### src/design/ffba_pkg.sv
// Shared types and constants for the first-fit bank allocator.
// Used by the controller, the datapath, the top level and the checker; no dependencies.
`timescale 1ns / 1ps

package ffba_pkg;

  // Defaults for the top-level parameters
  localparam int DefBankCount = 128;
  localparam int DefBankBytes = 64;

  // Fixed field widths
  localparam int ReqW  = 32;
  localparam int AddrW = 16;
  localparam int FillW = 7;
  localparam int SizeW = 14;
  localparam int PosW  = 8;

  localparam logic [AddrW-1:0] HeapBaseReset = 16'hB700;

  typedef enum logic [1:0] {
    ST_IDLE,
    ST_SCAN,
    ST_FILL,
    ST_DONE
  } ffba_state_t;

  // Controller to datapath
  typedef struct packed {
    logic start;      // request beat accepted: load request, clear scan
    logic scan_step;  // examine one bank
    logic fill_step;  // claim one bank and write its metadata
    logic load_out;   // move the answer into the output register
  } ffba_cmd_t;

  // Datapath to controller
  typedef struct packed {
    logic too_big;    // request on the input exceeds the whole heap
    logic hit;        // the bank under the scan completes a long enough run
    logic scan_end;   // the scan is on the last bank
    logic fill_last;  // the bank being filled closes the run
    logic out_free;   // output register can take a new beat
  } ffba_status_t;

endpackage

### src/design/ffba_ctrl.sv
// Controller state machine for the first-fit bank allocator.
// Depends on ffba_pkg for the state enum and the command/status structs.
`timescale 1ns / 1ps

module ffba_ctrl
  import ffba_pkg::*;
(
  input  logic         clk,
  input  logic         rst_n,
  input  logic         in_valid,
  output logic         in_stall,
  input  ffba_status_t status,
  output ffba_cmd_t    cmd
);

  ffba_state_t state_r, state_nxt;

  always_ff @(posedge clk) begin
    if (!rst_n) begin
      state_r <= ST_IDLE;
    end else begin
      state_r <= state_nxt;
    end
  end

  // Next state
  always_comb begin
    state_nxt = state_r;
    unique case (state_r)
      ST_IDLE: begin
        if (in_valid) begin
          state_nxt = status.too_big ? ST_DONE : ST_SCAN;
        end
      end
      ST_SCAN: begin
        priority if (status.hit) begin
          state_nxt = ST_FILL;
        end else if (status.scan_end) begin
          state_nxt = ST_DONE;
        end
      end
      ST_FILL: begin
        if (status.fill_last) begin
          state_nxt = ST_DONE;
        end
      end
      ST_DONE: begin
        if (status.out_free) begin
          state_nxt = ST_IDLE;
        end
      end
      default: state_nxt = ST_IDLE;
    endcase
  end

  // Outputs
  always_comb begin
    cmd      = '0;
    in_stall = 1'b1;
    unique case (state_r)
      ST_IDLE: begin
        in_stall  = 1'b0;
        cmd.start = in_valid;
      end
      ST_SCAN: cmd.scan_step = 1'b1;
      ST_FILL: cmd.fill_step = 1'b1;
      ST_DONE: cmd.load_out  = status.out_free;
      default: cmd = '0;
    endcase
  end

endmodule

### src/design/ffba_datapath.sv
// Datapath for the first-fit bank allocator: occupancy bits, scan and fill
// registers, bank metadata memories, base register and output register.
// Depends on ffba_pkg.
`timescale 1ns / 1ps

module ffba_datapath
  import ffba_pkg::*;
#(
  parameter int BANK_COUNT = DefBankCount,
  parameter int BANK_BYTES = DefBankBytes
) (
  input  logic             clk,
  input  logic             rst_n,
  input  logic [ReqW-1:0]  in_request_bytes,
  input  logic             cfg_wr_en,
  input  logic [AddrW-1:0] cfg_wr_data,
  input  logic             out_stall,
  output logic             out_valid,
  output logic [AddrW-1:0] out_block_address,
  output logic             out_alloc_ok,
  input  ffba_cmd_t        cmd,
  output ffba_status_t     status
);

  localparam int HeapBytes = BANK_COUNT * BANK_BYTES;
  localparam int IdxW      = $clog2(BANK_COUNT);
  localparam int BytesW    = $clog2(HeapBytes + 1);

  logic [BANK_COUNT-1:0] bank_used_r;
  logic [FillW-1:0]      bank_fill_mem [BANK_COUNT];
  logic [SizeW-1:0]      size_mem      [BANK_COUNT];
  logic [PosW-1:0]       pos_mem       [BANK_COUNT];

  logic [AddrW-1:0]  heap_base_r;
  logic [BytesW-1:0] req_r;       // request size, known to fit the heap
  logic [IdxW-1:0]   idx_r;       // bank under scan or fill
  logic [IdxW-1:0]   start_r;     // first bank of the candidate run
  logic [BytesW-1:0] run_bytes_r; // bytes covered by the candidate run
  logic [BytesW-1:0] rem_r;       // bytes still to place during fill
  logic [PosW-1:0]   pos_r;
  logic              single_r;    // request fits one bank
  logic              ok_r;

  logic              out_valid_r;
  logic [AddrW-1:0]  out_addr_r;
  logic              out_ok_r;

  logic              cur_used;
  logic [BytesW-1:0] run_sum;
  logic              hit;
  logic              fill_last;
  logic [BytesW-1:0] fill_bytes;
  logic [AddrW-1:0]  offset;

  assign cur_used   = bank_used_r[idx_r];
  assign run_sum    = run_bytes_r + BytesW'(BANK_BYTES);
  assign hit        = !cur_used && (run_sum >= req_r);
  assign fill_last  = rem_r <= BytesW'(BANK_BYTES);
  assign fill_bytes = fill_last ? rem_r : BytesW'(BANK_BYTES);
  assign offset     = AddrW'(32'(start_r) * 32'(BANK_BYTES));

  assign status.too_big   = in_request_bytes > ReqW'(HeapBytes);
  assign status.hit       = hit;
  assign status.scan_end  = idx_r == IdxW'(BANK_COUNT - 1);
  assign status.fill_last = fill_last;
  assign status.out_free  = !out_valid_r || !out_stall;

  // Base register and occupancy bits
  always_ff @(posedge clk) begin
    if (!rst_n) begin
      heap_base_r <= HeapBaseReset;
      bank_used_r <= '0;
    end else begin
      if (cfg_wr_en) begin
        heap_base_r <= cfg_wr_data;
      end
      if (cmd.fill_step) begin
        bank_used_r[idx_r] <= 1'b1;
      end
    end
  end

  // Metadata memories, write only
  always_ff @(posedge clk) begin
    if (cmd.fill_step) begin
      bank_fill_mem[idx_r] <= fill_bytes[FillW-1:0];
      size_mem[idx_r]      <= req_r[SizeW-1:0];
      pos_mem[idx_r]       <= single_r ? '0 : pos_r;
    end
  end

  // Scan and fill registers
  always_ff @(posedge clk) begin
    if (!rst_n) begin
      ok_r <= 1'b0;
    end else if (cmd.start) begin
      ok_r <= 1'b0;
    end else if (cmd.scan_step && hit) begin
      ok_r <= 1'b1;
    end
  end

  always_ff @(posedge clk) begin
    if (cmd.start) begin
      req_r       <= in_request_bytes[BytesW-1:0];
      single_r    <= in_request_bytes <= ReqW'(BANK_BYTES);
      idx_r       <= '0;
      start_r     <= '0;
      run_bytes_r <= '0;
    end else if (cmd.scan_step) begin
      priority if (hit) begin
        idx_r <= start_r;
        rem_r <= req_r;
        pos_r <= PosW'(1);
      end else if (cur_used) begin
        run_bytes_r <= '0;
        start_r     <= idx_r + IdxW'(1);
        idx_r       <= idx_r + IdxW'(1);
      end else begin
        run_bytes_r <= run_sum;
        idx_r       <= idx_r + IdxW'(1);
      end
    end else if (cmd.fill_step) begin
      idx_r <= idx_r + IdxW'(1);
      rem_r <= rem_r - BytesW'(BANK_BYTES);
      pos_r <= pos_r + PosW'(1);
    end
  end

  // Output register
  always_ff @(posedge clk) begin
    if (!rst_n) begin
      out_valid_r <= 1'b0;
    end else if (cmd.load_out) begin
      out_valid_r <= 1'b1;
    end else if (!out_stall) begin
      out_valid_r <= 1'b0;
    end
  end

  always_ff @(posedge clk) begin
    if (cmd.load_out) begin
      out_ok_r   <= ok_r;
      out_addr_r <= ok_r ? heap_base_r + offset : '0;
    end
  end

  assign out_valid         = out_valid_r;
  assign out_block_address = out_addr_r;
  assign out_alloc_ok      = out_ok_r;

endmodule

### src/design/first_fit_bank_allocator.sv
// First-fit bank allocator, top level: controller plus datapath.
// A request beat is taken in IDLE; the bank-by-bank scan then looks for a long enough free
// run, the fill claims its banks and the result is loaded. A request larger than the heap skips
// the scan and fill. One request at a time: the input stalls until the result is loaded;
// the output register then frees the input side while the result beat waits.
// Reset (rst_n low, synchronous): all banks free, base 0xB700, no beat pending.
`timescale 1ns / 1ps

module first_fit_bank_allocator
  import ffba_pkg::*;
#(
  parameter int BANK_COUNT = DefBankCount,
  parameter int BANK_BYTES = DefBankBytes
) (
  input  logic             clk,
  input  logic             rst_n,
  input  logic             in_valid,
  output logic             in_stall,
  input  logic [ReqW-1:0]  in_request_bytes,
  output logic             out_valid,
  input  logic             out_stall,
  output logic [AddrW-1:0] out_block_address,
  output logic             out_alloc_ok,
  input  logic             cfg_wr_en,
  input  logic [AddrW-1:0] cfg_wr_data
);

  // The controller walks IDLE -> SCAN -> FILL -> DONE. A request larger than
  // the heap skips straight to DONE; a scan that reaches the last bank without
  // a long enough run also lands in DONE with the fail flag.
  ffba_cmd_t    cmd;
  ffba_status_t status;

  ffba_ctrl u_ctrl (
    .clk      (clk),
    .rst_n    (rst_n),
    .in_valid (in_valid),
    .in_stall (in_stall),
    .status   (status),
    .cmd      (cmd)
  );

  // Datapath holds one occupancy bit per bank; the scan reads one bank per
  // cycle and the fill claims one bank per cycle, writing its fill, the
  // request size and its run position.
  ffba_datapath #(
    .BANK_COUNT (BANK_COUNT),
    .BANK_BYTES (BANK_BYTES)
  ) u_dp (
    .clk               (clk),
    .rst_n             (rst_n),
    .in_request_bytes  (in_request_bytes),
    .cfg_wr_en         (cfg_wr_en),
    .cfg_wr_data       (cfg_wr_data),
    .out_stall         (out_stall),
    .out_valid         (out_valid),
    .out_block_address (out_block_address),
    .out_alloc_ok      (out_alloc_ok),
    .cmd               (cmd),
    .status            (status)
  );

endmodule

### config.mk
export PLATFORM = sky130hd
export DESIGN_NAME = first_fit_bank_allocator
export DESIGN_NICKNAME = d
export VERILOG_FILES = /design/src/design/ffba_pkg.sv /design/src/design/ffba_ctrl.sv /design/src/design/ffba_datapath.sv /design/src/design/first_fit_bank_allocator.sv
export SDC_FILE = /design/constraint.sdc
export NUM_CORES = 1
export LEC_CHECK = 0
export ABC_CLOCK_PERIOD_IN_PS = 4600
export BUFFER_PORTS_ARGS = -buffer_cell sky130_fd_sc_hd__buf_4
export CAP_MARGIN = 5
export CORE_UTILIZATION = 60
export CTS_CLUSTER_DIAMETER = 150
export DETAILED_ROUTE_END_ITERATION = 6
export PLACE_DENSITY = 0.79
export SYNTH_ARGS = -nofsm -noshare
export SYNTH_HDL_FRONTEND = slang
export SYNTH_SLANG_ARGS = --single-unit
### constraint.sdc
create_clock -name clk -period 4.6 [get_ports clk]
set_input_delay 0.69 -clock clk [delete_from_list [all_inputs] [get_ports clk]]
set_output_delay 0.69 -clock clk [all_outputs]
set_load 0.03 [all_outputs]
Word level (Yosys, flattened, before mapping). Cells that the tools add are included.

Output and inout bits: 19. Bits in registers: 221.

$lt $le $gt $ge: 5. $add $sub $neg: 4. Reduce and logical (&&, ||, !) cells: 14. Multiplexer cells: 25. Equal/unequal tests: 10. Bitwise gates (word level): 4.

Operator list (number): $or 128x128->128 (1); $mux 14 (4); $gt 32x14->1 const B (1); $mux 7 (3); $add 16x13->16 (1); $add 14x7->14 const B (1); $ge 14x14->1 (1); $le 14x7->1 const B (1); $sub 14x7->14 const B (1); $mux 2 (6); $mux 1 (9); $lt 7x8->1 const B (1); $pmux 2 s4 (1); $add 7x1->7 const B (1); $bmux 1 s7 (1); $demux 1 s7 (1); $eq 7x7->1 const B (1); $ge 7x1->1 const B (1); $ne 2x1->1 const B (3); $reduce_and 3->1 (2); $eq 2x2->1 const B (2); $ne 2x2->1 const B (2); $reduce_and 4->1 (1); $logic_and 1x1->1 (3); 9 further kinds (13).

Depth between registers and ports, before layout. Gate-level depths: netlist of the first run.

Depth after elaboration: 6. Mapped depth: 13. Mapped depth without buffers: 12.

By module. A second synthesis of the first run with hierarchy kept.

Cell total of the unflattened synthesis: 974. Area, all modules: 9785.6 µm².

By module, submodules not included: ffba_datapath (cells an instance 947, sequential area each 4714.5 µm², area an instance 9554.2 µm², times used 1); ffba_ctrl (cells an instance 27, sequential area each 40.0 µm², area an instance 231.5 µm², times used 1).

Worst setup path after synthesis of the first run. Ideal clock, no wire load.

Kind: register -> register. From: reg u_dp.idx_r[2]. To: reg u_dp.rem_r[0], enable pin. Stages on the path, launching flop included: 11. Arrival time: 2.723 ns. Data required time: 4.249 ns. Buffers on the path: 4. Setup slack: 1.525 ns. Cells stage by stage: dfxtp_1 > buf_2 > buf_2 > buf_2 > mux4_2 > a22oi_1 > nand4_1 > a211oi_4 > nand3_2 > buf_2 > nor2_1.

Longest elaborated chain between the ends: 6.

Ends and longest elaborated chain: start: declaration (line ffba_datapath.sv:36) `logic [IdxW-1:0] idx_r;`; start signal: assignment (line ffba_datapath.sv:112) `idx_r <= start_r;`; start signal: assignment (line ffba_datapath.sv:118) `idx_r <= idx_r + IdxW'(1);`; start signal: assignment (line ffba_datapath.sv:121) `idx_r <= idx_r + IdxW'(1);`; $bmux 1 s7 (line ffba_datapath.sv:55) `assign cur_used = bank_used_r[idx_r];`; $mux 1 (not written as such) (line ffba_datapath.sv:55); $logic_not 1->1 (line ffba_datapath.sv:57) `assign hit = !cur_used && (run_sum >= req_r);`; $logic_and 1x1->1 (line ffba_datapath.sv:57); $ne 2x2->1 (no source line); $reduce_and 3->1 (no source line); end signal: assignment (line ffba_datapath.sv:113) `rem_r <= req_r;`; end signal: assignment (line ffba_datapath.sv:125) `rem_r <= rem_r - BytesW'(BANK_BYTES);`; end: declaration (line ffba_datapath.sv:39) `logic [BytesW-1:0] rem_r;`.

Every way passes these cells. The select of a mux whose other input is x is not followed. A chain may end at the register's enable or synchronous reset.

Final worst setup path of the first run.
From: reg u_dp.idx_r[0]. To: reg u_dp.rem_r[5], enable pin.

The elaborated chain is that of the path after synthesis.

==> results of run 1 <==
-- worst max path at each step --
| stage | slack (ns) | from | cells past startpoint | endpoint |
|---|---|---|---|---|
| after floorplan | 1.53 | u_dp.idx_r[2] | 10 | u_dp.rem_r[0] |
| after global placement | 0.83 | u_dp.idx_r[0] | 7 | u_dp.rem_r[1] |
| after detailed placement | 0.70 | u_dp.idx_r[0] | 7 | u_dp.rem_r[1] |
| after CTS | 0.69 | u_dp.idx_r[0] | 7 | u_dp.rem_r[5] |
| after global routing | 0.31 | u_dp.idx_r[0] | 7 | u_dp.rem_r[5] |
| final | 0.70 | u_dp.idx_r[0] | 7 | u_dp.rem_r[5] |
-- kinds of logic (layout without fill, tap and decap cells) --
family	Yosys count	in the layout	share of synthesized area, %
adder cells (fa/ha/maj)	25	25	3.27
flip-flops	215	215	48.5
buffers and inverters	87	148	3.65
AND/OR/NAND/NOR	332	332	17.8
multiplexers	78	78	10.8
XOR/XNOR	20	20	1.79
AO/OA/AOI/OAI	227	227	14.3
-- cell type report --
cell class / count / area, um2 / area share (%)
flip-flops and latches: 215 / 4760 / 42.7
multi-input cells: 682 / 4710 / 42.3
clock buffers: 34 / 657 / 5.90
repair buffers: 79 / 606 / 5.44
well taps: 216 / 270 / 2.43
inverters: 29 / 109 / 0.977
clock inverters: 6 / 28.8 / 0.258
-- metrics by stage --
| stage | hold WS [ns] | std cells | setup WS [ns] | power (mW) |
|---|---|---|---|---|
| 2_1_floorplan | 0.435 | 984 | 1.53 | 3.60 |
| 3_3_place_gp | 0.443 | 1221 | 0.835 | 4.01 |
| 3_5_place_dp | 0.452 | 1221 | 0.701 | 4.05 |
| 4_1_cts | 0.365 | 1261 | 0.694 | 5.73 |
| 5_1_grt | 0.366 | 1261 | 0.312 | 6.02 |
| 6_report | 0.369 | 1261 | 0.696 | 5.72 |
-- report_power, final --
group	internal, mW	leakage [nW]	switching (mW)
clock	0.979	0.333	0.708
combinational	0.635	1.97	0.968
sequential	2.14	1.80	0.297
-- cells in the final DEF, fill, tap and decap left out, types with 8 or more instances in the layout --
cell,netlist,routed
nor3_1,23,21
o21a_1,48,48
nor2_1,77,77
nand3_1,19,19
nor4_1,9,8
a21oi_1,110,110
nand2_1,48,48
ha_1,24,24
inv_1,26,26
nor2b_1,106,106
edfxtp_1,45,45
nand2b_1,9,9
mux2i_1,56,56
xnor2_1,12,12
dfxtp_1,170,168
a22oi_1,11,11
mux4_2,22,22
buf_4,0,78
xor2_1,8,8
and2_1,14,14
clkbuf_16,0,23
o21ai_0,21,21
a31oi_1,8,8
-- sequential cells by signal, indices dropped and copies added (netlist names) --
name and flops:
u_dp.req_r 14, u_dp.start_r 7, u_dp.idx_r 7, u_dp.heap_base_r 16
u_dp.rem_r 14, u_ctrl.state_r 2, u_dp.ok_r 1, u_dp.run_bytes_r 8
u_dp.out_block_address 16, u_dp.out_valid 1, u_dp.out_alloc_ok 1, u_dp.bank_used_r 128
-- routing by layer --
metal  up-vias  global-route usage (%)  wire, um
met1      3495                    35.2      9610
met5         -                       0         0
met4         0                    8.07       553
met2       218                    45.4     10300
met3        45                    3.28      1180
li1       3556                       -         -
==> summary.md, run 1 <==
| Metric | Value |
|---|---|
| Die footprint | between 15,000 and 20,000 um2 |
| CTS buffer count | 22 |
| Slowest cell on the critical path | dfxtp_2 |
| Die height | 130 um |
| Routability Congestion | approximately 0.83 |
| Initial Util | between 60% and 70% |
| Synth area leader | dfxtp_1 |
| Unique cell type count in the Yosys netlist | 54 |
| Fillcell total | about 1,200 |
| Cts hold-fix bufs | 0 |
| Clock Pin Slew Worst Setup and Hold Paths | about 0.060 ns |
| Initial drt markers | between 400 and 500 |
| CTS root buf | clkbuf_16 |
| Top area cells in the synthesized netlist | dfxtp_1 (35%), edfxtp_1 (14%), nor2b_1 (6.8%) |
| WP data required | ~4.8 ns |
| Min Tclk post-route | slightly below 4 ns |
| Fin. Hold Viols | 0 |
| First-pass GRT wire length | about 35,000 um |
| Commonest cells post-synth | dfxtp_1 (170), a21oi_1 (110), nor2b_1 (106), nor2_1 (77), mux2i_1 (56) |
| Area of the core | between 15,000 and 20,000 um2 |
| Worst Min Path Start | in_request_bytes[8] |
| Final design area excluding fillers | about 11,000 um2 |
| Syn Std Cell Area | about 10000 um2 |
| Layout Utilization | between 60% and 70% |
| Largest buffer count on any clock path | 3 |
| EDFF count, synth | 45 |
| Slowest stage delay, CP | roughly 0.98 ns |
| Cts repair resizes | 0 |
| Gr ovfl total | 0 |
| Nets | roughly 1,100 |
| R2r endpoint | u_dp.rem_r[5] |
| Initial antenna violation count | 0 |
| Max VDD drop | between 0.0004 and 0.0005 V |
| Hold Crit Depth | 1 |
| P&R area growth vs syn | 13.6% |
| Post-synthesis sequential area ratio | around half |
| Top cell by count, worst path | a31oi_1 |
| Crit-path max FO | 35 |
| ANT nets after route | 0 |
| DRC viols | 0 |
| Mapped Cells | approximately 980 |
| Die X | about 130 um |
| Ratio of cells with drive above 1 in the final layout | between 10% and 20% |
| First drt pass iteration count | 5 |
| Final Skew | between 0.01 and 0.015 ns |
| CP Data Arrival Time | roughly 4 ns |
| Startpoint types | register |
| Clk_lat worst skew | 0.51 ns |
| Largest net degree at the start of global routing | 100 |
| Synth top area share | between 30% and 40% |
| Top FF cell, synth | dfxtp_1 |
| P_leak | between 4 and 5 nW |
| Ys async rst share | 0% |
| Vias per Instance | about 5.8 |
| Avg Cell Area, Syn | approximately 10 um2 |
| Max-slew headroom | approximately 21% |
| Total Routing Usage GR | between 20% and 30% |
| Top Ports | 72 |
| Largest delay contributor family on the critical path | compound AO/OA/AOI/OAI gates |
| HPWL Detailed | between 10,000 and 15,000 um |
| Yosys reg bits | 215 |
| Setup_tns | 0 ns |
| Mapped Nets | 1,062 |
| Routed Wire Length | 21,600 um |
| Type of the worst min-delay path | in2reg |
| Pins Over Slew Limit | 0 |
| Post-DP Area | approximately 10,000 um2 |
| Status | complete, no violations |
| Worst Hold Endpoint | u_dp.req_r[8] |
| Count leader, synth | dfxtp_1 |
| Sink Count | 215 |
| CTS H-Tree Depth | 1 |
| MaxCap Viol Count | 0 |
| Buf+Inv Stages, Crit Path | 0 |
| Final setup violation count | 0 |
| CP Cell Sequence | mux4_2 > a22o_1 > a31oi_1 > a31oi_1 > a211oi_4 > nand3_2 > nor2_1 |
| Core Rows | between 40 and 50 |
| Setup repair bufs after CTS | 0 |
| DR WL/cell | about 17 um |
| R2R Path Start | u_dp.idx_r[0] |
| RSZ-0062 raised after global routing | no |
| Warnings, synthesis | 0 |
| Vias in the first global route | between 7,000 and 8,000 |
| Crit share post-route | a little over four fifths |
| Max Clk Rate | about 0.26 GHz |
| Vias post-DR | between 7,000 and 8,000 |
| Worst Tran Pin Value | between 1 and 1.5 ns |
| Setup crit end kind | register |
| Flop2flop setup slack | 0.70 ns |
| IO Port Bufs | a little over 70 |
| Setup CP Type | reg2reg |
| Pwr dens | roughly 500 nW/um2 |
| R2R cell count | 7 |
| Number of antenna diodes | 0 |
| CTS tree | done |
No activity file was read; power rests on OpenSTA's default activity.
==> run 2: changes to the inputs <==
--- a/config.mk
+++ b/config.mk
@@ -5,7 +5,7 @@
 export SDC_FILE = /design/constraint.sdc
 export NUM_CORES = 1
 export LEC_CHECK = 0
-export ABC_CLOCK_PERIOD_IN_PS = 4600
+export ABC_CLOCK_PERIOD_IN_PS = 3800
 export BUFFER_PORTS_ARGS = -buffer_cell sky130_fd_sc_hd__buf_4
 export CAP_MARGIN = 5
 export CORE_UTILIZATION = 60
==> constraint.sdc (replaced) <==
create_clock -name clk -period 3.8 [get_ports clk]
set_input_delay 0.57 -clock clk [delete_from_list [all_inputs] [get_ports clk]]
set_output_delay 0.57 -clock clk [all_outputs]
set_load 0.03 [all_outputs]
==> run 2 against run 1 <==
Setup slack worse by 0.23 ns. Fmax increased by 17%. Flip-flop and latch count unchanged. Combinational power increased by 31%. Largest power group unchanged.
==> summary.md, run 2 (synthesis gave the netlist of run 1 again) <==
| Metric | Value |
|---|---|
| IO Port Bufs | slightly above 70 |
| Most flop-heavy register | u_dp.bank_used_r |
| HPWL Detailed | 14,700 um |
| MaxCap Viol Count | 0 |
| Crit share post-route | between 80% and 90% |
| Setup_tns | 0 ns |
| Status | complete, no violations |
| Layout Utilization | a little under three quarters |
| Total Routing Usage GR | 26.5% |
| Seq pwr share | between 30 and 40% |
| CP Data Arrival Time | between 3 and 4 ns |
| Worst Tran Pin Value | approximately 1.2 ns |
| Met3 Use GR | approximately 3.6% |
| Post-route insts no fill | 1,277 |
| DP Worst Slack | roughly 0.52 ns |
| CP Cell Sequence | buf_12 > mux2i_1 > a22oi_1 > nand3_1 > nand4_1 > a211o_1 > o21ai_2 > and3_1 |
| Slowest cell on the critical path | dfxtp_2 |
| Vias in the first global route | between 7,000 and 8,000 |
| CTS tree | done |
| Setup crit end kind | register |
| Max Clk Rate | 0.300 GHz |
| CTS root buf | clkbuf_16 |
| Type of the worst min-delay path | in2reg |
| Most common cell after layout, fill and taps aside | dfxtp_1 |
| Clock Power Share | between 30% and 40% |
| Gr ovfl total | 0 |
| Die height | 130 um |
| Cts hold-fix bufs | 0 |
| Setup CP Type | reg2reg |
| Fillcell total | 1,188 |
| GR Util met1 | around a third |
| Clk_lat worst skew | around 0.51 ns |
| DR WL/cell | about 17 um |
| Clock Pin Slew Worst Setup and Hold Paths | 0.06 ns |
| Final worst slack | approximately 0.46 ns |
| Die X | roughly 130 um |
| Grt met2 use | 45.5% |
| Routed Wire Length | 22,100 um |
| Crit-path max FO | 31 |
| Core Rows | 46 |
| Cts repair resizes | 0 |
| Number of antenna diodes | 0 |
| Startpoint types | register |
| Sink Count | 215 |
| Initial drt markers | 582 |
| Routability Congestion | about 0.84 |
| First-pass GRT wire length | between 30,000 and 40,000 um |
| First drt pass iteration count | 4 |
| Max VDD drop | approximately 0.00043 V |
| DRC viols | 0 |
| P&R area growth vs syn | 15.6% |
| Slowest stage delay, CP | about 0.86 ns |
| Min Tclk post-route | between 3 and 4 ns |
| Worst Min Path Start | in_request_bytes[5] |
| Grt peak-use layer | met2 |
| Final Skew | 0.00871 ns |
| Largest buffer count on any clock path | 3 |
| Pwr dens | 644 nW/um2 |
| Die footprint | around 17,000 um2 |
| Max-slew headroom | a little under a quarter |
| Initial Util | a little over 60% |
| Sw Pwr | 2.45 mW |
| Vias post-DR | about 7,400 |
| Final Power | approximately 7.3 mW |
| R2R Path Start | u_dp.idx_r[2] |
| Fin. Hold Viols | 0 |
| Max reg flops | about 130 |
| RSZ-0062 raised after global routing | no |
| CTS H-Tree Depth | 1 |
| Area of the core | 15,900 um2 |
| Vias per Instance | ~5.8 |
| Top Ports | a little over 70 |
| Power Internal | about 4.9 mW |
| Final setup violation count | 0 |
| CTS buffer count | 23 |
| Comb power frac | 28.6% |
| WP data required | 3.97 ns |
| Nets | about 1,100 |
| P_leak | between 4 and 5 nW |
| Sw Ratio | between 30% and 40% |
| Initial antenna violation count | 0 |
| Ratio of cells with drive above 1 in the final layout | roughly 15% |
| Commonest cells after routing, fill and taps aside | dfxtp_1 (168), a21oi_1 (110), nor2b_1 (106) |
| Largest net degree at the start of global routing | 91 |
| Post-Place Cells | approximately 1,200 |
| Pins Over Slew Limit | 0 |
| ANT nets after route | 0 |
| Setup repair bufs after CTS | 0 |
| Crit path from | u_dp.idx_r[2] |
[run 2: cell types whose count changed in the layout (fill, tap and decap cells not counted), sizes merged]
| cell | change |
|---|---|
| buf | +14 |
| bufinv | +4 |
| clkbuf | -3 |
| inv | +1 |
[run 2: final cells by class]
cell class	count	area, um2	area share [%]
Sequential cell	215	4760	42.0
Multi-Input combinational cell	682	4690	41.4
Timing Repair Buffer	93	723	6.38
Clock buffer	31	626	5.52
Tap cell	216	270	2.38
Clock inverter	11	160	1.41
Inverter	29	109	0.960
[run 2: final timing paths]
| kind | endpoint | slack (ns) | cells after the start |
|---|---|---|---|
| min reg2reg | u_dp.bank_used_r[127] | 0.46 | 1 |
| max reg2reg | u_dp.rem_r[11] | 0.46 | 8 |
| max | u_dp.rem_r[11] | 0.46 | 8 |
| min | u_dp.req_r[5] | 0.25 | 1 |
[run 2: power by group through the flow]
stage / clock network, mW / registers, mW / logic (mW)
after floorplan: 0 / 2.77 / 1.59
after global placement: 0 / 2.93 / 2.02
after detailed placement: 0 / 2.94 / 2.05
after CTS: 2.35 / 2.89 / 2.08
after global routing: 2.43 / 2.93 / 2.26
final: 2.31 / 2.90 / 2.09
[run 2: worst max-delay path: cells and delay by family (launching register included)]
kind / cells / cell delay, ns
AO/OA/AOI/OAI: 3 / 0.79
buffers and inverters: 1 / 0.30
flip-flops: 1 / 0.86
multiplexers: 1 / 0.23
AND/OR/NAND/NOR: 3 / 0.79
[run 2: routing by layer]
metal  vias to the layer above  part of all wire (%)
li1                       3606                     -
met1                      3557                    45
met2                       204                    49
met5                         -                     0
met4                         0                   1.8
met3                        43                   4.6
[run 2: per-stage QoR]
stage	instance area [um2]	hold WS (ns)
after floorplan	9810	0.435
after global routing	11300	0.233
after global placement	10600	0.444
final	11300	0.249
after CTS	11300	0.233
after detailed placement	10600	0.448
